$ cat src/rtl/polygon_centroid_3d_assert.svh
// Assertion macros of the polygon centroid design.
`ifndef POLYGON_CENTROID_3D_ASSERT_SVH
`define POLYGON_CENTROID_3D_ASSERT_SVH

// Same-cycle implication, checked on every clock edge outside reset.
`define PC3D_ASSERT_NOW(lbl, ante, cons) \
	lbl: assert property (@(posedge clk) disable iff (!arst_n) (ante) |-> (cons)) \
		else $error("pc3d: same-cycle check failed");

// Next-cycle implication.
`define PC3D_ASSERT_NEXT(lbl, ante, cons) \
	lbl: assert property (@(posedge clk) disable iff (!arst_n) (ante) |=> (cons)) \
		else $error("pc3d: next-cycle check failed");

`endif

$ cat src/rtl/pc3d_pkg.sv
// Shared widths, types and codes of the polygon centroid design.
package pc3d_pkg;

	localparam int CW      = 16;              // coordinate width at the ports
	localparam int CNT_W   = 9;               // vertex count, up to 511 vertices
	localparam int CROSS_W = 2 * CW + 1;      // one edge cross term
	localparam int PSUM_W  = CW + 1;          // sum of two coordinates
	localparam int MTERM_W = PSUM_W + CROSS_W;
	localparam int AREA_W  = CROSS_W + CNT_W; // twice the projected area, signed integer, Q42.0
	localparam int MOM_W   = MTERM_W + CNT_W; // first moment sum, signed integer, Q59.0
	localparam int SUM_W   = CW + CNT_W;      // coordinate sum
	localparam int REF_W   = 32;
	localparam int D3_W    = AREA_W + 1;      // magnitude of three times an area
	localparam int DD_W    = MOM_W + 2;       // dividend of the rounding divider
	localparam int DV_W    = AREA_W + 3;      // divisor of the rounding divider
	localparam int TERM_W  = 62;              // one signed projection term
	localparam int SEL_W   = TERM_W + 1;      // sum of two terms
	localparam int OUT_W   = 16;
	localparam int SCALE_W = 14;
	localparam int FLAT_SCALE = 10000;        // area is flat below ref_area / 10000
	localparam int NTERM   = 7;               // six projection terms and the mean
	localparam int IDX_W   = $clog2(NTERM + 1);

	localparam logic signed [TERM_W-1:0] BIG_TERM = TERM_W'(64'sd1 <<< 60);
	localparam logic signed [OUT_W-1:0] SAT_MAX = 16'sh7fff;
	localparam logic signed [OUT_W-1:0] SAT_MIN = -16'sh8000;

	typedef logic signed [CW-1:0]     coord_t;
	typedef logic signed [AREA_W-1:0] area_t;
	typedef logic signed [MOM_W-1:0]  mom_t;
	typedef logic signed [SUM_W-1:0]  csum_t;

	typedef enum logic [1:0] {
		AXIS_NONE = 2'd0,
		AXIS_X    = 2'd1,
		AXIS_Y    = 2'd2,
		AXIS_Z    = 2'd3
	} axis_t;

	// Everything the back end needs to finish one polygon.
	typedef struct packed {
		area_t [2:0]      area;     // xy, xz, yz
		mom_t [5:0]       mom;      // xy:x, xy:y, xz:x, xz:z, yz:y, yz:z
		csum_t [2:0]      csum;
		logic [CNT_W-1:0] count;
		logic             overflow;
		logic [REF_W-1:0] ref_area;
	} job_t;

endpackage

$ cat src/rtl/pc3d_queue.sv
// Two-entry queue of finished polygon sums between the front and back ends.
module pc3d_queue (
	input  logic           clk,
	input  logic           arst_n,
	input  logic           push_valid,
	output logic           push_ready,
	input  pc3d_pkg::job_t push_job,
	output logic           pop_valid,
	input  logic           pop_ready,
	output pc3d_pkg::job_t pop_job
);
	import pc3d_pkg::*;

	localparam int DEPTH = 2;
	localparam int PTR_W = $clog2(DEPTH);
	localparam int OCC_W = $clog2(DEPTH + 1);

	job_t slot_q [DEPTH];
	logic [PTR_W-1:0] wr_q, rd_q;
	logic [OCC_W-1:0] occ_q;
	logic do_push, do_pop;

	assign push_ready = (occ_q != OCC_W'(DEPTH));
	assign pop_valid  = (occ_q != '0);
	assign pop_job    = slot_q[rd_q];
	assign do_push    = push_valid && push_ready;
	assign do_pop     = pop_valid && pop_ready;

	always_ff @(posedge clk) begin
		if (do_push) begin
			slot_q[wr_q] <= push_job;
		end
	end

	always_ff @(posedge clk or negedge arst_n) begin
		if (!arst_n) begin
			wr_q <= '0;
			rd_q <= '0;
			occ_q <= '0;
		end else begin
			if (do_push) begin
				wr_q <= wr_q + PTR_W'(1);
			end
			if (do_pop) begin
				rd_q <= rd_q + PTR_W'(1);
			end
			if (do_push && !do_pop) begin
				occ_q <= occ_q + OCC_W'(1);
			end else if (do_pop && !do_push) begin
				occ_q <= occ_q - OCC_W'(1);
			end
		end
	end

endmodule

$ cat config.mk
export PLATFORM = sky130hd
export DESIGN_NAME = pc3d_queue
export DESIGN_NICKNAME = d
export VERILOG_FILES = /design/src/rtl/polygon_centroid_3d_assert.svh /design/src/rtl/pc3d_pkg.sv /design/src/rtl/pc3d_queue.sv
export SDC_FILE = /design/constraint.sdc
export NUM_CORES = 1
export LEC_CHECK = 0
export ABC_AREA = 1
export ABC_CLOCK_PERIOD_IN_PS = 34600
export CAP_MARGIN = 20
export CORE_AREA = 2 2 464 466
export CTS_CLUSTER_DIAMETER = 40
export DETAILED_ROUTE_END_ITERATION = 16
export DIE_AREA = 0 0 466 468
export DONT_BUFFER_PORTS = 1
export PLACE_DENSITY_LB_ADDON = 0.08
export SLEW_MARGIN = 40
export SYNTH_ARGS = -nofsm -noshare
export SYNTH_HDL_FRONTEND = slang
export SYNTH_SLANG_ARGS = --single-unit
$ cat constraint.sdc
create_clock -name clk -period 34.6 [get_ports clk]
set_clock_uncertainty 0.1 [all_clocks]
set_input_delay 1.73 -clock clk [delete_from_list [all_inputs] [get_ports clk]]
set_output_delay 1.73 -clock clk [all_outputs]
set_load 0.05 [all_outputs]
==> results of run 1 <==
==> path summary, 6_finish.rpt <==
path,startpoint,cells past startpoint,slack [ns],to
max,rd_q,6,27.36,pop_job[270]
min,occ_q[1],2,0.39,occ_q[1]
max reg2reg,occ_q[0],9,28.73,slot_q[1][427]
min reg2reg,occ_q[1],2,0.39,occ_q[1]
max in group asynchronous,arst_n,0,33.82,rd_q
min in group asynchronous,arst_n,0,0.50,wr_q
==> stage by stage <==
| stage | util | hold slack (ns) |
|---|---|---|
| 6_report | 0.2574 | 0.3895 |
| 5_1_grt | 0.2571 | 0.4250 |
| 3_5_place_dp | 0.2191 | 0.3850 |
| 3_3_place_gp | 0.2188 | 0.3958 |
| 4_1_cts | 0.2566 | 0.3942 |
| 2_1_floorplan | - | 0.3625 |
==> critical path, stage by stage, from the launching register on <==
cell and delay (ns):
dfrtp_4 0.85, buf_4 0.74, buf_4 0.75, buf_4 0.69, buf_4 0.69, nand2_1 0.10
nand2_1 0.54
==> cells by family after synthesis <==
logic type / Yosys count / share of synthesized area
buf+inv: 140 / 0.01973
xor+xnor: 2 / 0.0004016
flops: 1198 / 0.8241
simple gates: 1806 / 0.1555
fa+ha+maj: 1 / 0.0002867
==> synth_stat cells <==
master	n
buf_8	1
clkbuf_1	2
buf_6	23
nand4_1	1
edfxtp_1	1194
xor2_1	1
buf_2	100
nand2_1	1801
inv_1	6
ha_1	1
clkbuf_4	2
nand3_1	2
dfrtp_1	4
inv_2	1
buf_4	5
xnor2_1	1
nor2_1	2
==> power by group <==
group / switching [W] / total (W) / internal (W)
clock: 0.000780 / 0.00228 / 0.00150
sequential: 0.0000756 / 0.00206 / 0.00199
combinational: 0.00228 / 0.00248 / 0.000202
==> flip-flops by register name, summed over array words and instances (netlist names) <==
name	cells
occ_q	2
rd_q	1
slot_q	1194
wr_q	1
==> layout by cell type (no fill, tap or decap), drive strengths merged <==
master	instances
dfrtp	4
xor2	1
clkinvlp	32
xnor2	1
ha	1
clkinv	97
inv	19
nor2	2
bufinv	39
buf	39
nand2	1801
clkbuf	251
diode	24
nand4	1
edfxtp	1194
nand3	2
==> area by class of cell <==
type                            instances  area share
Antenna cell                           24    0.001094
Clock buffer                          251      0.1059
Clock inverter                        180     0.03979
Inverter                                7   0.0006153
Multi-Input combinational cell       1809      0.1246
Sequential cell                      1198      0.6549
Tap cell                             2838     0.06467
Timing Repair Buffer                   39    0.008431
==> per-layer routing <==
metal	part of all wire	vias to the layer above
li1	-	11100
met5	0.0031	-
met2	0.48	1096
met1	0.33	11290
met4	0.019	72
met3	0.17	290
==> impl_metrics.yaml, run 1 <==
floorplanning:
  initial_core_util: 0.2045
  row_count: 170
  dieArea_um2: 218100
  die_h_um: 468
  coreArea_um2: 213300
  die_x_um: 466
  pin_count: 1200
global_routing:
  track_usage: 0.1386
  overflow: 0
  grt_pass1_vias: 23580
  grt_max_degree: 150
  met2_usage: 0.2288
  grt_busiest_layer: "met2"
  antenna_found_initial: 56
  grt_use_met3: 0.1099
  grtUsageMet1: 0.1330
  grt_first_pass_wirelength_mm: 208.5
detailed_routing:
  drt_iter0_markers: 1548
  final_antenna_net_count: 0
  routed_wl_mm: 158.0
  wire_per_inst_um: 24.89
  drc: 0
  vias: 23850
  vias_per_cell: 3.757
  dr.pass1.iters: 5
critical_path:
  cp.arrival_ns: 5.41
  critPathRequiredTime_ns: 32.77
  crit_fanout: 61
  cp-end-kind: "output port"
  cp-start-kind: "register"
  worstSetupPathType: "register to output port"
power_and_ir_drop:
  power_w: 0.006827
  p_leak_nw: 20.54
  ir_drop_uv: 46.84
  p_per_area_nw_per_um2: 124.3
logic_synthesis:
  ys_seq_area_frac: 0.8241
  ys_ff_latch: 1198
  synth_area_leaders: "edfxtp_1 82%, nand2_1 15%, buf_2 1.1%"
  synth.avg_cell_area_um2: 13.86
  synth_largest_area_cell: "edfxtp_1"
  syn-num-nets: 3749
  synthDistinctLibCells: 17
  yosysTopAreaCellShare: 0.8218
  syn_inst: 3147
  syn_area_um2: 43630
  yosys_warnings: 0
sta:
  fin_ws_ns: 27.36
  hold_violations: 0
  finalCriticalPeriod_ns: 7.239
  timing.fmax_mhz: 138.1
  rsz0062_at_grt: "false"
  max_slew_margin: 0.4119
  worst_pin_slew_ns: 0.8822
  final-setup-viol-count: 0
  fin_crit_sh: 0.2092
  maxSlewViolCount: 0
  finalSetupTns_ns: 0
final_layout:
  nets: 3886
  fin_cells: 6346
  area_growth_pct: 25.85
  design_area_um2: 54910
  seqCellArea_um2: 35960
  multiInputGateArea_um2: 6844
  num-fill-cells: 21810
  drive_gt1_frac: 0.1183
placement:
  placed_area_um2: 46740
  place_hpwl_mm: 110.0
  port_buffers: 0
  finalWeightedCongestion: 0.7848
  dp_cells: 5887
  dpl_worst_slack_ns: 27.93
run_status:
  status: "finished clean"
job:
  maxCapViolations: 0
cts:
  numCtsBuffers: 229
  cts_hold_buf: 0
  post_cts_buffers: 0
  htreeDepth: 4
  clock_sinks: 1198
  clock_latency_ns: 0.82
  ctsResizeCount: 0
  ctsRootBufferMaster: "clkbuf_16"
  path_clk_slew_ns: 0.05
  cts_max_path_buffers: 3
  cts_tree: "yes"
hold_path:
  hp-class: "register to register"
(Power assumes the default switching activity.)
==> run 2, diff against run 1 <==
Settings changed: ABC_AREA 1 to 0, ABC_CLOCK_PERIOD_IN_PS 34600 to 6500, CORE_AREA 2 2 464 466 to 2 2 469 471, DIE_AREA 0 0 466 468 to 0 0 471 473.
Clock period 34.6 ns to 6.5 ns, I/O delays scaled along.
==> run 2 against run 1 <==
The run now fails in 4_1_cts; synthesized area increased by 2.0%; synthesized cell count shrank 40%.
==> impl_metrics.yaml, run 2 <==
logic_synthesis:
  synth-edff-count: 1194
  yosysMostFrequentCell: "edfxtp_1"
  ys_ff_latch: 1198
  synth_commonest_cells: "1194 x edfxtp_1, 300 x mux2_4, 297 x mux2_2"
  syn-num-nets: 2478
  yosys_warnings: 0
  synth_largest_area_cell: "edfxtp_1"
  synth_area_leaders: "edfxtp_1 81%, mux2_4 10%, mux2_2 7.5%"
  yosysTopAreaCellShare: 0.8055
  ys_seq_area_frac: 0.8078
  syn_area_um2: 44510
  synthDistinctLibCells: 17
  ys.flop_type: "edfxtp_1"
  synth.avg_cell_area_um2: 23.73
  synth-async-reset-ratio: 0.003339
  syn_inst: 1876
floorplanning:
  pin_count: 1200
  die_h_um: 473
  die_x_um: 471
  initial_core_util: 0.2040
  row_count: 172
cts:
  cts_hold_buf: 1028
  ctsRootBufferMaster: "clkbuf_16"
  cts_max_path_buffers: 3
  clock_sinks: 1198
  numCtsBuffers: 227
  post_cts_buffers: 0
  htreeDepth: 4
  ctsResizeCount: 0
placement:
  finalWeightedCongestion: 0.7861
  port_buffers: 0
  place_hpwl_mm: 100.5
  dp_cells: 4707
run_status:
  failed_stage: "4_1_cts"
  status: "did not finish"
  error_line: "[ERROR RSZ-0060] Max buffer count reached."
## run 2: changes by cell type after synthesis, sizes merged, moves of 2 or more
cell | before | now
nand2 | 1801 | 2
mux2 | 0 | 597
buf | 129 | 67
inv | 7 | 1
clkbuf | 4 | 0
nand3 | 2 | 0
xnor2 | 1 | 3
## run 2: through the flow
stage	area, um^2	setup slack (ns)	hold slack, ns	TNS [ns]	utilization
after floorplan	44540	-3.556	-0.07059	-3273.22	-
after global placement	47850	3.402	-0.06732	0	0.2193
after detailed placement	47900	3.417	-0.06717	0	0.2195
## run 2: kinds of logic after synthesis
group                      synth area share
buffers and inverters               0.01389
DFF                                  0.8078
muxes                                0.1763
and+or+nand+nor                   0.0007594
adders and majority gates         0.0002811
xor gates and xnor gates          0.0009840
==> run 3, diff against run 2 <==
Settings changed: ABC_CLOCK_PERIOD_IN_PS 6500 to 8500, CORE_AREA 2 2 469 471 to 2 2 475 477, CTS_CLUSTER_DIAMETER 40 to unset, DIE_AREA 0 0 471 473 to 0 0 477 479, PLACE_DENSITY_LB_ADDON 0.08 to 0.15.
Clock period 6.5 ns to 8.5 ns, I/O delays scaled along.
==> run 3 against run 2 <==
Synthesized cell count stayed put; the flow now finishes, with violations (antenna violations); synthesized area is the same.
==> impl_metrics.yaml, run 3 <==
critical_path:
  startpoint: "rd_q"
  crit_family: "buffers and inverters"
  r2r_end: "slot_q[1][249]"
  cp.arrival_ns: 3.59
  cp_common_cell: "buf_12"
  critPathMaxStageDelay_ns: 0.87
  cp-start-kind: "register"
  worstRegToRegCells: 4
  worstSetupPathType: "register to output port"
  critPathBufInv: 3
  critPathRequiredTime_ns: 7.98
  cp-end-kind: "output port"
  reg2reg_slack_ns: 5.32
  worst_path_max_delay_cell: "dfrtp_4"
  crit_fanout: 69
  worstPathCellList: "buf_12 > buf_12 > buf_16 > mux2_4"
  r2r_start: "occ_q[0]"
final_layout:
  multiInputGateArea_um2: 7966
  top_register: "slot_q"
  final_common_cell: "edfxtp_1"
  area_growth_pct: 32.49
  drive_gt1_frac: 0.3087
  num-fill-cells: 22520
  nets: 3185
  seqCellArea_um2: 35960
  fin_cells: 5730
  final_util: 0.2638
  design_area_um2: 58970
  final_cell_mix: "1194 x edfxtp_1, 601 x dlygate4sd3_1, 300 x mux2_4"
  reg_top3: "slot_q x1194, occ_q x2"
  largest_reg_flops: 1194
cts:
  ctsRootBufferMaster: "clkbuf_16"
  clock_latency_ns: 0.75
  cts_tree: "yes"
  cts_max_path_buffers: 3
  post_cts_buffers: 0
  numCtsBuffers: 145
  htreeDepth: 4
  path_clk_slew_ns: 0.05
  clock_sinks: 1198
hold_path:
  hp-class: "primary input to register"
  hp-start: "push_valid"
  holdPathStages: 1
  min_to: "slot_q[1][133]"
logic_synthesis:
  ys_seq_area_frac: 0.8078
  yosysTopAreaCellShare: 0.8055
  synth_largest_area_cell: "edfxtp_1"
  synthDistinctLibCells: 17
  synth_area_leaders: "edfxtp_1 81%, mux2_4 10%, mux2_2 7.5%"
  syn-num-nets: 2478
  ys_ff_latch: 1198
  synth_commonest_cells: "1194 x edfxtp_1, 300 x mux2_4, 297 x mux2_2"
  syn_area_um2: 44510
  ys.flop_type: "edfxtp_1"
  synth-async-reset-ratio: 0.003339
  yosys_warnings: 0
  synth.avg_cell_area_um2: 23.73
  syn_inst: 1876
  yosysMostFrequentCell: "edfxtp_1"
  synth-edff-count: 1194
floorplanning:
  initial_core_util: 0.1991
  die_h_um: 479
  row_count: 174
  dieArea_um2: 228500
  die_x_um: 477
  coreArea_um2: 223600
  pin_count: 1200
sta:
  final-setup-viol-count: 0
  max_slew_margin: 0.3908
  worst_pin_slew_ns: 0.9138
  fin_crit_sh: 0.4836
  rsz0062_at_grt: "false"
  fin_ws_ns: 4.390
  hold_violations: 0
  finalCriticalPeriod_ns: 4.110
  maxSlewViolCount: 0
  timing.fmax_mhz: 243.3
power_and_ir_drop:
  p_per_area_nw_per_um2: 412.0
  ir_drop_uv: 230.1
  p_leak_nw: 19.83
  power_w: 0.02430
global_routing:
  antenna_found_initial: 84
  grt_max_degree: 141
  grt_first_pass_wirelength_mm: 195.1
  track_usage: 0.1231
  overflow: 0
  grt_pass1_vias: 22850
placement:
  port_buffers: 0
  finalWeightedCongestion: 0.8291
  place_hpwl_mm: 108.8
  dpl_worst_slack_ns: 4.997
  placed_area_um2: 48010
  dp_cells: 4823
detailed_routing:
  drc: 0
  routed_wl_mm: 146.6
  wire_per_inst_um: 25.59
  vias: 21060
  dr.pass1.iters: 4
  drt_iter0_markers: 1086
  final_antenna_net_count: 1
  vias_per_cell: 3.675
job:
  maxCapViolations: 0
run_status:
  violations: "antenna violations"
  status: "finished, violations left"
[run 3: how the worst max path moves through the flow]
stage | end | slack (ns) | cells past startpoint
floorplan | slot_q[0][0] | -1.56 | 3
global placement | pop_job[574] | 5.10 | 3
detailed placement | pop_job[209] | 5.00 | 3
CTS | pop_job[209] | 4.13 | 3
global route | pop_job[280] | 4.16 | 4
finish | pop_job[298] | 4.39 | 4
[run 3: cell type report]
cell class | count | area share
repair buffers | 627 | 0.1099
flip-flops and latches | 1198 | 0.6097
clock inverters | 81 | 0.01523
multi-input cells | 610 | 0.1351
diodes | 43 | 0.001825
well taps | 2992 | 0.06348
clock buffers | 178 | 0.06471
inverters | 1 | 0.00006365
[run 3: cells by family after synthesis]
logic type | Yosys count | synth area share
AND/OR/NAND/NOR | 7 | 0.0007594
multiplexers | 597 | 0.1763
flip-flops | 1198 | 0.8078
adder cells (fa/ha/maj) | 1 | 0.0002811
buffers and inverters | 68 | 0.01389
XOR/XNOR | 5 | 0.0009840
[run 3: stage by stage]
step | hold WS, ns | TNS, ns
2_1_floorplan | 0.02941 | -928.73
3_3_place_gp | 0.03052 | 0
3_5_place_dp | 0.03045 | 0
4_1_cts | 0.08225 | 0
5_1_grt | 0.09285 | 0
6_report | 0.1351 | 0
[run 3: repair_timing]
item / 4_1_cts / 5_1_grt
hold buffers: 601 / 0
gates resized for setup: 0 / 0
hold endpoints to repair: 1214 / 0
[run 3: where the power goes]
group / switching (W) / internal (W) / leakage (nW)
Combinational: 0.00744 / 0.00228 / 6.41
Sequential: 0.000385 / 0.00808 / 11.1
Clock: 0.00246 / 0.00366 / 2.29
Total: 0.0103 / 0.0140 / 19.8
[run 3: routing by layer]
metal / vias up / global-route usage / wire, um
met5: - / 0 / 323
met3: 258 / 0.06249 / 16120
met4: 52 / 0.04295 / 4734
met2: 1008 / 0.2155 / 74580
li1: 9016 / - / -
met1: 10730 / 0.1256 / 50850
==> run 4, diff against run 3 <==
Settings changed: ABC_CLOCK_PERIOD_IN_PS 8500 to 4300.
Clock period 8.5 ns to 4.3 ns, I/O delays scaled along.
==> run 4 against run 3 <==
The flow now stops in 4_1_cts; synthesized cell count did not move; synthesized area unchanged.
==> impl_metrics.yaml, run 4 <==
logic_synthesis:
  synth_largest_area_cell: "edfxtp_1"
  syn_inst: 1876
  yosys_warnings: 0
  synth_commonest_cells: "1194 x edfxtp_1, 300 x mux2_4, 297 x mux2_2"
  ys.flop_type: "edfxtp_1"
  synth-edff-count: 1194
  yosysMostFrequentCell: "edfxtp_1"
  ys_seq_area_frac: 0.8078
  ys_ff_latch: 1198
  syn_area_um2: 44510
  synthDistinctLibCells: 17
  synth_area_leaders: "edfxtp_1 81%, mux2_4 10%, mux2_2 7.5%"
  yosysTopAreaCellShare: 0.8055
  synth-async-reset-ratio: 0.003339
  syn-num-nets: 2478
  synth.avg_cell_area_um2: 23.73
cts:
  ctsRootBufferMaster: "clkbuf_16"
  ctsResizeCount: 0
  clock_sinks: 1198
  htreeDepth: 4
  numCtsBuffers: 142
  cts_max_path_buffers: 3
  cts_hold_buf: 1021
  post_cts_buffers: 0
placement:
  finalWeightedCongestion: 0.7820
  place_hpwl_mm: 105.1
  dpl_worst_slack_ns: 1.665
  port_buffers: 0
run_status:
  error_line: "[ERROR RSZ-0060] Max buffer count reached."
  status: "did not finish"
  failed_stage: "4_1_cts"
floorplanning:
  die_h_um: 479
  die_x_um: 477
  pin_count: 1200
  row_count: 174
  initial_core_util: 0.1991
## run 4: cell counts after synthesis
Identical to the previous run, type by type.
## run 4: per-stage QoR
step	cells	instance area, um^2	hold WS, ns	setup TNS (ns)	utilization
3_5_place_dp	4843	48240	-0.1797	0	0.2157
3_3_place_gp	4842	48210	-0.1797	0	0.2156
2_1_floorplan	1876	44540	-0.1806	-5900.02	-
## run 4: cells by family after synthesis
family	after synthesis	synth area share
fa+ha+maj	1	0.0002811
simple gates	7	0.0007594
flops	1198	0.8078
mux	597	0.1763
buf+inv	68	0.01389
xor+xnor	5	0.0009840
