## src/rtl/polygon_centroid_3d_assert.svh

```systemverilog
// Assertion macros of the polygon centroid design.
`ifndef POLYGON_CENTROID_3D_ASSERT_SVH
`define POLYGON_CENTROID_3D_ASSERT_SVH

// Same-cycle implication, checked on every clock edge outside reset.
`define PC3D_ASSERT_NOW(lbl, ante, cons) \
	lbl: assert property (@(posedge clk) disable iff (!arst_n) (ante) |-> (cons)) \
		else $error("pc3d: same-cycle check failed");

// Next-cycle implication.
`define PC3D_ASSERT_NEXT(lbl, ante, cons) \
	lbl: assert property (@(posedge clk) disable iff (!arst_n) (ante) |=> (cons)) \
		else $error("pc3d: next-cycle check failed");

`endif

```

## src/rtl/pc3d_pkg.sv

```systemverilog
// Shared widths, types and codes of the polygon centroid design.
package pc3d_pkg;

	localparam int CW      = 16;              // coordinate width at the ports
	localparam int CNT_W   = 9;               // vertex count, up to 511 vertices
	localparam int CROSS_W = 2 * CW + 1;      // one edge cross term
	localparam int PSUM_W  = CW + 1;          // sum of two coordinates
	localparam int MTERM_W = PSUM_W + CROSS_W;
	localparam int AREA_W  = CROSS_W + CNT_W; // twice the projected area, signed integer, Q42.0
	localparam int MOM_W   = MTERM_W + CNT_W; // first moment sum, signed integer, Q59.0
	localparam int SUM_W   = CW + CNT_W;      // coordinate sum
	localparam int REF_W   = 32;
	localparam int D3_W    = AREA_W + 1;      // magnitude of three times an area
	localparam int DD_W    = MOM_W + 2;       // dividend of the rounding divider
	localparam int DV_W    = AREA_W + 3;      // divisor of the rounding divider
	localparam int TERM_W  = 62;              // one signed projection term
	localparam int SEL_W   = TERM_W + 1;      // sum of two terms
	localparam int OUT_W   = 16;
	localparam int SCALE_W = 14;
	localparam int FLAT_SCALE = 10000;        // area is flat below ref_area / 10000
	localparam int NTERM   = 7;               // six projection terms and the mean
	localparam int IDX_W   = $clog2(NTERM + 1);

	localparam logic signed [TERM_W-1:0] BIG_TERM = TERM_W'(64'sd1 <<< 60);
	localparam logic signed [OUT_W-1:0] SAT_MAX = 16'sh7fff;
	localparam logic signed [OUT_W-1:0] SAT_MIN = -16'sh8000;

	typedef logic signed [CW-1:0]     coord_t;
	typedef logic signed [AREA_W-1:0] area_t;
	typedef logic signed [MOM_W-1:0]  mom_t;
	typedef logic signed [SUM_W-1:0]  csum_t;

	typedef enum logic [1:0] {
		AXIS_NONE = 2'd0,
		AXIS_X    = 2'd1,
		AXIS_Y    = 2'd2,
		AXIS_Z    = 2'd3
	} axis_t;

	// Everything the back end needs to finish one polygon.
	typedef struct packed {
		area_t [2:0]      area;     // xy, xz, yz
		mom_t [5:0]       mom;      // xy:x, xy:y, xz:x, xz:z, yz:y, yz:z
		csum_t [2:0]      csum;
		logic [CNT_W-1:0] count;
		logic             overflow;
		logic [REF_W-1:0] ref_area;
	} job_t;

endpackage

```

## src/rtl/pc3d_div.sv

```systemverilog
// Restoring divider, one quotient bit per cycle.
module pc3d_div (
	input  logic                      clk,
	input  logic                      arst_n,
	input  logic                      start,
	input  logic [pc3d_pkg::DD_W-1:0] dividend,
	input  logic [pc3d_pkg::DV_W-1:0] divisor,
	output logic                      busy,
	output logic                      done,
	output logic [pc3d_pkg::DD_W-1:0] quotient
);
	import pc3d_pkg::*;

	localparam int IT_W = $clog2(DD_W + 1);

	logic [DV_W-1:0] dvs_q, rem_q;
	logic [DD_W-1:0] quo_q;
	logic [IT_W-1:0] it_q;
	logic busy_q, done_q;
	logic [DV_W:0] trial;
	logic ge;

	assign trial    = {rem_q, quo_q[DD_W-1]};
	assign ge       = (trial >= {1'b0, dvs_q});
	assign busy     = busy_q;
	assign done     = done_q;
	assign quotient = quo_q;

	always_ff @(posedge clk) begin
		if (start) begin
			dvs_q <= divisor;
			quo_q <= dividend;
			rem_q <= '0;
		end else if (busy_q) begin
			rem_q <= ge ? DV_W'(trial - {1'b0, dvs_q}) : trial[DV_W-1:0];
			quo_q <= {quo_q[DD_W-2:0], ge};
		end
	end

	always_ff @(posedge clk or negedge arst_n) begin
		if (!arst_n) begin
			busy_q <= 1'b0;
			done_q <= 1'b0;
			it_q <= '0;
		end else begin
			// The final step raises done for exactly one cycle.
			done_q <= !start && busy_q && (it_q == IT_W'(1));
			if (start) begin
				busy_q <= 1'b1;
				it_q <= IT_W'(DD_W);
			end else if (busy_q) begin
				it_q <= it_q - IT_W'(1);
				if (it_q == IT_W'(1)) begin
					busy_q <= 1'b0;
				end
			end
		end
	end

endmodule

```

## config.mk

```make
export PLATFORM = sky130hd
export DESIGN_NAME = pc3d_div
export DESIGN_NICKNAME = d
export VERILOG_FILES = /design/src/rtl/polygon_centroid_3d_assert.svh /design/src/rtl/pc3d_pkg.sv /design/src/rtl/pc3d_div.sv
export SDC_FILE = /design/constraint.sdc
export NUM_CORES = 1
export LEC_CHECK = 0
export BUFFER_PORTS_ARGS = -buffer_cell sky130_fd_sc_hd__buf_2
export CELL_PAD_IN_SITES_DETAIL_PLACEMENT = 0
export CELL_PAD_IN_SITES_GLOBAL_PLACEMENT = 1
export CORE_MARGIN = 4
export CORE_UTILIZATION = 40
export DETAILED_ROUTE_END_ITERATION = 6
export GPL_ROUTABILITY_DRIVEN = 0
export PLACE_DENSITY_LB_ADDON = 0.1
export SYNTH_ARGS = -nofsm -noshare
export SYNTH_HDL_FRONTEND = slang
export SYNTH_SLANG_ARGS = --single-unit
export TNS_END_PERCENT = 100
```

## constraint.sdc

```tcl
create_clock -name clk -period 4.25 [get_ports clk]
set_input_delay 0.6375 -clock clk [delete_from_list [all_inputs] [get_ports clk]]
set_output_delay 0.6375 -clock clk [all_outputs]
set_load 0.01 [all_outputs]
```

==> flow_summary.json, run 1 <==
{
  "wl_per_cell_um": 16.8,
  "die_area_um2": 25200,
  "status": "finished clean",
  "cts_resized": 0,
  "finalNonFillerCells": 1309,
  "clkSlewWorstSetupHoldPaths_ps": 80,
  "synth_top_cell_by_area": "edfxtp_1",
  "synthFlopType": "edfxtp_1",
  "synth_cell_types": 57,
  "crit_type": "register to register",
  "finalClockSkew_ps": 11.7,
  "netSwitchingPower_mw": 1.03,
  "synthTopCellsByArea": "edfxtp_1 (35%), dfxtp_1 (9.9%), mux2_2 (7.7%), ha_1 (6.5%), mux2i_1 (3.8%)",
  "final_cell_area_um2": 10700,
  "rsz0062_at_grt": "no",
  "syn-cell-area_um2": 9070,
  "synth_top_area_frac": 0.351,
  "final_common_cell": "buf_2",
  "ios": 172,
  "synthToLayoutAreaGrowth_pct": 18.1,
  "synth.avg_cell_area_um2": 10.5,
  "clk_path_buf_depth": 2,
  "max_freq_ghz": 0.278,
  "crit_arrival_ps": 3940,
  "port_buffers": 171,
  "p_leak_nw": 4.50,
  "cts_tree": "yes",
  "drtIter0Drc": 280,
  "worstPathRequired_ps": 4600,
  "drv_slew": 0,
  "swShare": 0.271,
  "grt_pass1_wl_um": 35500,
  "finalCritPeriodShare": 0.846,
  "insertion_delay_ps": 430,
  "clock-sinks": 159,
  "drc": 0,
  "maxCapViolCount": 0,
  "slew_headroom": 0.467,
  "setup_violations": 0,
  "worst_setup_path_end_kind": "register",
  "place_area_um2": 10100,
  "finalHoldViolCount": 0,
  "p_comb_frac": 0.121,
  "diodes": 0,
  "syn_inst": 864,
  "wl_um": 21900,
  "p_int_mw": 2.77,
  "yosysWarnings": 0,
  "vias": 6818,
  "dp_hpwl_um": 16000,
  "cp_cell_sequence": "inv_1, ha_1, nand4_1, or4_1, or4_1, o21ai_1, a211oi_1, a21boi_4, buf_4, mux2_1, a211oi_1",
  "worst_ir_drop_vdd_mv": 0.178,
  "cts_buffers": 17,
  "synth_edf_count": 106,
  "overflow": 0,
  "cts_root_buf": "clkbuf_16",
  "final_antenna_net_count": 0,
  "critical_path.slowest_cell": "or4_1",
  "core_area_um2": 22100,
  "ys_ff_latch": 159,
  "antenna_found_initial": 3,
  "cpPeakStageDelay_ps": 600,
  "ys_async_sr_fraction": 0.0503,
  "rows": 54,
  "worst_slew_pin_slew_ps": 800,
  "syn_nets": 1021,
  "drive_above_1_share": 0.278,
  "grt_start_max_net_pins": 142,
  "h-tree-depth": 4,
  "p_seq_frac": 0.477,
  "start_util": 0.411,
  "final_util": 0.485,
  "p_clk_frac": 0.402,
  "cp_max_fo": 10,
  "nets": 1173,
  "worst_path_dominant_cell_family": "simple AND/OR/NAND/NOR gates",
  "finalCriticalPeriod_ps": 3600,
  "die_w_um": 159,
  "hold_buffers": 0,
  "dp.cells": 1277,
  "final_cell_mix": "buf_2 (170), edfxtp_1 (106), nor2_1 (71), mux2_2 (62), inv_1 (58)",
  "critPathLaunchType": "register",
  "hp-class": "input port to async pin",
  "crit_buf_inv": 2,
  "grt_pass1_vias": 6963,
  "post_cts_buffers": 0,
  "firstDrtPassIters": 5,
  "grtUsageTotal": 0.177,
  "pwr_density_cell_nw_per_um2": 355,
  "fp.dieH_um": 159,
  "fin_tns_setup_ps": 0,
  "viasPerCell": 5.21,
  "synth_sequential_area_ratio": 0.472
}
## worst register-to-register path: stages, from the launching register on
cell and delay (ps):
edfxtp_1 320, inv_1 40, ha_1 450, nand4_1 190
or4_1 600, or4_1 480, o21ai_1 140, a211oi_1 90
a21boi_4 350, buf_4 290, mux2_1 340, a211oi_1 230
## layer usage
layer  routed length (µm)  vias to the layer above  track usage
met2                 9500                      163        0.264
met3                 1600                       30       0.0661
li1                     -                     3461            -
met4                  321                        6       0.0467
met1                10500                     3158        0.243
met5                   34                        -            0
## cells by family (layout without fill, tap and decap cells)
group / count (synthesis) / after routing / synth area share
compound gates: 211 / 211 / 0.150
xor+xnor: 43 / 43 / 0.0415
fa+ha+maj: 48 / 48 / 0.0670
buf+inv: 106 / 271 / 0.0519
flops: 159 / 159 / 0.472
mux: 97 / 97 / 0.116
simple gates: 200 / 200 / 0.101
## flip-flops by register name (all words and copies together) (netlist names)
register and count:
rem_q 45, dvs_q 45, it_q 6, busy 1
quotient 61, done 1
## worst paths after layout
kind                                         from                endpoint  slack [ps]  cells after the start
setup / recovery              dvs_q[32]$_DFFE_PP_   rem_q[0]$_SDFFE_PP0P_         650                     11
hold / removal                             arst_n     it_q[1]$_DFFE_PN0P_          40                      1
setup reg to reg              dvs_q[32]$_DFFE_PP_   rem_q[0]$_SDFFE_PP0P_         650                     11
hold reg to reg            rem_q[18]$_SDFFE_PP0P_  rem_q[18]$_SDFFE_PP0P_         490                      2
max in group asynchronous                  arst_n          busy$_DFF_PN0_        4020                      1
min in group clk                      divisor[16]     dvs_q[16]$_DFFE_PP_         370                      1
## metrics by stage
| stage | setup WS [ps] | hold slack [ps] | total power [mW] |
|---|---|---|---|
| after global placement | 743 | 478 | 2.31 |
| final | 654 | 35.5 | 3.80 |
| after detailed placement | 638 | 483 | 2.31 |
| after CTS | 619 | 25.4 | 3.85 |
| after global routing | 381 | 39.6 | 3.97 |
| after floorplan | 1020 | 342 | 2.12 |
## power by group through the flow
stage / combinational [mW] / clock (mW) / sequential (mW)
2_1_floorplan: 0.250 / 0 / 1.87
3_3_place_gp: 0.464 / 0 / 1.84
3_5_place_dp: 0.463 / 0 / 1.84
4_1_cts: 0.464 / 1.57 / 1.81
5_1_grt: 0.509 / 1.64 / 1.83
6_report: 0.459 / 1.53 / 1.81
## synth_stat cells (3+ instances only)
cell type	number
o21ai_0	36
o21bai_1	10
nor2b_1	7
inv_1	59
nand4_1	14
a31oi_1	12
dfrtp_1	8
and3_1	7
nor4_1	4
nand2_1	53
nor3_1	11
ha_1	47
clkbuf_1	34
a211oi_1	43
edfxtp_1	106
buf_12	3
mux2_2	62
dfxtp_1	45
o21a_1	4
nor2_1	71
a21oi_1	57
or3_1	3
xnor2_1	25
nand2b_1	4
a2111oi_0	3
buf_2	4
or2_2	6
mux2i_1	34
xor2_1	18
a21o_1	22
nand3_1	13
## area by class of cell
cell class / instances / area (µm²)
Sequential cell: 159 / 4290
Timing Repair Buffer: 179 / 947
Clock inverter: 14 / 155
Clock buffer: 18 / 429
Fill cell: 2118 / 11400
Inverter: 60 / 225
Tap cell: 280 / 350
Multi-Input combinational cell: 599 / 4320
Note: power is estimated with default switching activity, not from simulation.
==> run 2, diff against run 1 <==
==> constraint.sdc (replaced) <==
create_clock -name clk -period 3.4 [get_ports clk]
set_input_delay 0.51 -clock clk [delete_from_list [all_inputs] [get_ports clk]]
set_output_delay 0.51 -clock clk [all_outputs]
set_load 0.01 [all_outputs]
==> run 2 against run 1 <==
  * Final area increased by 3.5%
  * Sequential power increased by 25%
  * Setup slack got worse by 490 ps
  * Cell count increased by 2.4%
  * Global-route usage increased by 0.42 points
  * Fmax increased by 11%
  * Clock power increased by 32%
  * Routed wire length increased by 3.0%
  * Clock-buffer cell count decreased by 1
  * Combinational power increased by 32%
  * Sequential share of layout area decreased by 1.4 points
==> flow_summary.json, run 2 (same netlist as run 1, synthesis figures left out) <==
{
  "antenna_found_initial": 2,
  "finalClockSkew_ps": 18.2,
  "setup_violations": 0,
  "viasPerCell": 5.23,
  "synthToLayoutAreaGrowth_pct": 22.3,
  "setup_ws_ps": 160,
  "finalHoldViolCount": 0,
  "drc": 0,
  "cp_cell_sequence": "inv_1, ha_1, nand4_1, or4_4, or4_1, o21ai_1, a211oi_2, a21boi_4, buf_4, o21ai_0, a31oi_1, nor3_1",
  "r2r_setup_slack_ps": 160,
  "clkSlewWorstSetupHoldPaths_ps": 70,
  "grt_start_max_net_pins": 89,
  "grt_pass1_vias": 7124,
  "p_leak_nw": 4.68,
  "wl_um": 22600,
  "fillCellCount": 2084,
  "regArea_um2": 4290,
  "vias": 7017,
  "h-tree-depth": 4,
  "worst_slew_pin_slew_ps": 922,
  "insertion_delay_ps": 430,
  "drv_slew": 0,
  "cpPeakStageDelay_ps": 590,
  "nets": 1205,
  "reg2reg_from": "dvs_q[34]$_DFFE_PP_",
  "clk_path_buf_depth": 2,
  "start_util": 0.411,
  "diodes": 0,
  "multi_input_area_um2": 4410,
  "critPathLaunchType": "register",
  "firstDrtPassIters": 5,
  "final_antenna_net_count": 0,
  "finalNonFillerCells": 1341,
  "min_path_cells": 1,
  "worstPathRequired_ps": 3710,
  "r2r.worst_path.cells": 12,
  "cts_buffers": 17,
  "dp_hpwl_um": 16500,
  "clock-sinks": 159,
  "finalCriticalPeriod_ps": 3240,
  "final_util": 0.502,
  "die_area_um2": 25200,
  "holdWs_ps": 254,
  "final_common_cell": "buf_2",
  "overflow": 0,
  "wl_per_cell_um": 16.8,
  "grt_pass1_wl_um": 36300,
  "largest_reg_flops": 61,
  "crit_end": "rem_q[34]$_SDFFE_PP0P_",
  "fp.dieH_um": 159,
  "slew_headroom": 0.385,
  "drtIter0Drc": 362,
  "crit_arrival_ps": 3550,
  "die_w_um": 159,
  "maxCapViolCount": 0,
  "r2r-end": "rem_q[34]$_SDFFE_PP0P_",
  "status": "finished clean",
  "cts_root_buf": "clkbuf_16",
  "worst_ir_drop_vdd_mv": 0.267,
  "drive_above_1_share": 0.305,
  "grtUsageTotal": 0.181,
  "hp-class": "input port to register",
  "ios": 172,
  "pwr_density_cell_nw_per_um2": 441,
  "finalCritPeriodShare": 0.953,
  "cp_max_fo": 11,
  "pre_cts_slack_ps": 18.4,
  "core_area_um2": 22100,
  "worst_setup_path_end_kind": "register",
  "total_power_mw": 4.89,
  "cts_tree": "yes",
  "port_buffers": 171,
  "crit_type": "register to register",
  "dp.cells": 1301,
  "cp-startpoint": "dvs_q[34]$_DFFE_PP_",
  "rows": 54,
  "critical_path.slowest_cell": "or4_4",
  "max_freq_ghz": 0.309,
  "final_cell_mix": "buf_2 (170), edfxtp_1 (106), nor2_1 (71), mux2_2 (62), inv_1 (58)"
}
run 2: per-layer routing:
metal / track usage / vias up / part of all wire
li1: - / 3537 / -
met1: 0.250 / 3282 / 0.48
met2: 0.269 / 169 / 0.43
met3: 0.0650 / 25 / 0.072
met4: 0.0512 / 4 / 0.013
met5: 0 / - / 0.00089
run 2: worst max-delay path, delay by kind of cell, from the launching register on:
family	cells	cell delay, ps
AOI/OAI and AO/OA	5	870
adders and majority gates	1	290
buffers and inverters	2	320
DFF	1	320
and+or+nand+nor	4	1320
run 2: worst min-delay path by stage:
stage                           start  slack (ps)                  end
final                     divisor[33]         250  dvs_q[33]$_DFFE_PP_
after global routing      divisor[13]         240  dvs_q[13]$_DFFE_PP_
after CTS                  divisor[5]         230   dvs_q[5]$_DFFE_PP_
after detailed placement       arst_n         370       done$_DFF_PN0_
after global placement         arst_n         370       done$_DFF_PN0_
after floorplan                arst_n         210       busy$_DFF_PN0_
run 2: what timing repair did:
item | 4_1_cts | 5_1_grt
gates resized for setup | 1 | 11
gates cloned | 0 | 1
hold buffers | 1 | 0
setup buffers | 0 | 6
pin swaps | 0 | 5
hold endpoints to repair | 8 | 0
setup endpoints to repair | 1 | 46
run 2: area by class of cell:
| class | count | share of cell area |
|---|---|---|
| flip-flops and latches | 159 | 0.386 |
| clock buffers | 17 | 0.0383 |
| well taps | 280 | 0.0316 |
| repair buffers | 210 | 0.109 |
| clock inverters | 15 | 0.0168 |
| inverters | 60 | 0.0203 |
| multi-input cells | 600 | 0.398 |
run 2: metrics by stage:
step	TNS, ps	instance area (µm²)
global placement	0	10300
floorplan	0	9070
finish	0	11100
global route	-11.6	11100
detailed placement	0	10300
CTS	0	11000
run 2: where the power goes:
group	leakage [nW]	internal [mW]	switching [mW]
logic	2.85	0.287	0.318
registers	1.53	2.20	0.0601
clock network	0.302	1.12	0.898
==> run 3, diff against run 2 <==
==> constraint.sdc (replaced) <==
create_clock -name clk -period 3.2 [get_ports clk]
set_input_delay 0.48 -clock clk [delete_from_list [all_inputs] [get_ports clk]]
set_output_delay 0.48 -clock clk [all_outputs]
set_load 0.01 [all_outputs]
==> run 3 against run 2 <==
  * Critical path depth shrank 1
  * Critical endpoint is now rem_q[0]$_SDFFE_PP0P_
  * Sequential share of layout area is 0.85 points lower
  * Non-clock buffer count is 15 higher
==> flow_summary.json, run 3 (same netlist as run 1, synthesis figures left out) <==
{
  "firstDrtPassIters": 5,
  "worst_ir_drop_vdd_mv": 0.321,
  "cts_tree": "yes",
  "maxCapViolCount": 0,
  "port_buffers": 171,
  "largest_reg_flops": 61,
  "grt_pass1_vias": 7219,
  "diodes": 0,
  "finalCriticalPeriod_ps": 3110,
  "overflow": 0,
  "worst_slew_pin_slew_ps": 917,
  "wl_um": 23000,
  "hp-class": "input port to register",
  "final_cell_area_um2": 11300,
  "pwr_density_cell_nw_per_um2": 449,
  "finalClockSkew_ps": 14.6,
  "cp_max_fo": 7,
  "drv_slew": 0,
  "fp.dieH_um": 159,
  "start_util": 0.411,
  "final_common_cell": "buf_2",
  "h-tree-depth": 4,
  "worstPathRequired_ps": 3550,
  "rsz0062_at_grt": "yes",
  "insertion_delay_ps": 440,
  "finalHoldViolCount": 0,
  "worst_setup_path_end_kind": "register",
  "wl_per_cell_um": 17.0,
  "cts_root_buf": "clkbuf_16",
  "vias": 7097,
  "die_area_um2": 25200,
  "place_area_um2": 10500,
  "clk_path_buf_depth": 2,
  "cts_buffers": 17,
  "rows": 54,
  "setup_violations": 0,
  "final_cell_mix": "buf_2 (170), edfxtp_1 (106), nor2_1 (69), mux2_2 (61)",
  "grt_pass1_wl_um": 36900,
  "grt_start_max_net_pins": 88,
  "dp_hpwl_um": 16900,
  "fin_tns_setup_ps": 0,
  "drtIter0Drc": 285,
  "viasPerCell": 5.24,
  "slew_headroom": 0.389,
  "holdWs_ps": 216,
  "finalCritPeriodShare": 0.970,
  "r2r_setup_slack_ps": 90,
  "critPathLaunchType": "register",
  "nets": 1219,
  "antenna_found_initial": 4,
  "core_area_um2": 22100,
  "grtUsageTotal": 0.184,
  "die_w_um": 159,
  "max_freq_ghz": 0.322,
  "synthToLayoutAreaGrowth_pct": 25.0,
  "status": "finished clean",
  "drive_above_1_share": 0.338,
  "crit_type": "register to register",
  "p_leak_nw": 4.77,
  "ios": 172,
  "crit_arrival_ps": 3460,
  "final_antenna_net_count": 0,
  "drc": 0,
  "clock-sinks": 159,
  "clkSlewWorstSetupHoldPaths_ps": 80
}
-- run 3: cell types whose count changed in the layout (fill, tap and decap cells not counted), sizes merged --
cell / previous run / this run
bufinv: 2 / 1
clkbuf: 17 / 19
inv: 69 / 68
a21boi: 3 / 2
buf: 209 / 222
clkinv: 4 / 5
-- run 3: layout make-up --
| cell class | count | area [µm²] |
|---|---|---|
| clock inverter | 14 | 144 |
| multi-input combinational | 599 | 4510 |
| inverter | 60 | 225 |
| timing repair buffer | 225 | 1400 |
| sequential | 159 | 4290 |
| tap | 280 | 350 |
| fill | 2082 | 10800 |
| clock buffer | 17 | 425 |
-- run 3: final timing paths --
check,endpoint,startpoint,cells past startpoint
max reg2reg,rem_q[0]$_SDFFE_PP0P_,dvs_q[35]$_DFFE_PP_,11
min,dvs_q[40]$_DFFE_PP_,divisor[40],1
min in group asynchronous,done$_DFF_PN0_,arst_n,2
max,rem_q[0]$_SDFFE_PP0P_,dvs_q[35]$_DFFE_PP_,11
min reg2reg,rem_q[7]$_SDFFE_PP0P_,rem_q[7]$_SDFFE_PP0P_,2
max in group asynchronous,busy$_DFF_PN0_,arst_n,2
-- run 3: through the flow --
step / total power [mW] / utilization / setup WS (ps) / cells
6_report: 5.09 / 0.513 / 94.4 / 1354
4_1_cts: 5.14 / 0.502 / 8.04 / 1347
2_1_floorplan: 2.81 / - / 36.7 / 864
3_3_place_gp: 3.09 / 0.474 / 22.2 / 1312
5_1_grt: 5.33 / 0.513 / -53.3 / 1354
3_5_place_dp: 3.10 / 0.474 / -85.1 / 1312
-- run 3: metal layers --
layer | track usage | share of wire
met3 | 0.0666 | 0.077
met5 | 0 | 0.0020
met2 | 0.279 | 0.44
met4 | 0.0418 | 0.0091
met1 | 0.254 | 0.47
-- run 3: repair_timing --
action | CTS | global route
setup buffers | 3 | 5
resized for setup | 4 | 39
hold buffers | 1 | 0
pin swaps | 3 | 27
endpoints found under the setup margin | 20 | 44
hold endpoints to repair | 8 | 0
gates cloned | 0 | 2
-- run 3: worst max-delay path, stage by stage, from the launching register on --
cell	delay (ps)
edfxtp_1	320
inv_1	40
ha_1	290
nand4_1	160
or4_4	520
or4_1	500
o21ai_2	150
a211oi_2	70
a21boi_4	250
buf_12	170
mux2_1	340
a211oi_2	210
-- run 3: power breakdown --
part | switching (mW) | internal, mW
clock | 0.922 | 1.10
sequential | 0.0650 | 2.34
combinational | 0.347 | 0.316
total | 1.33 | 3.76
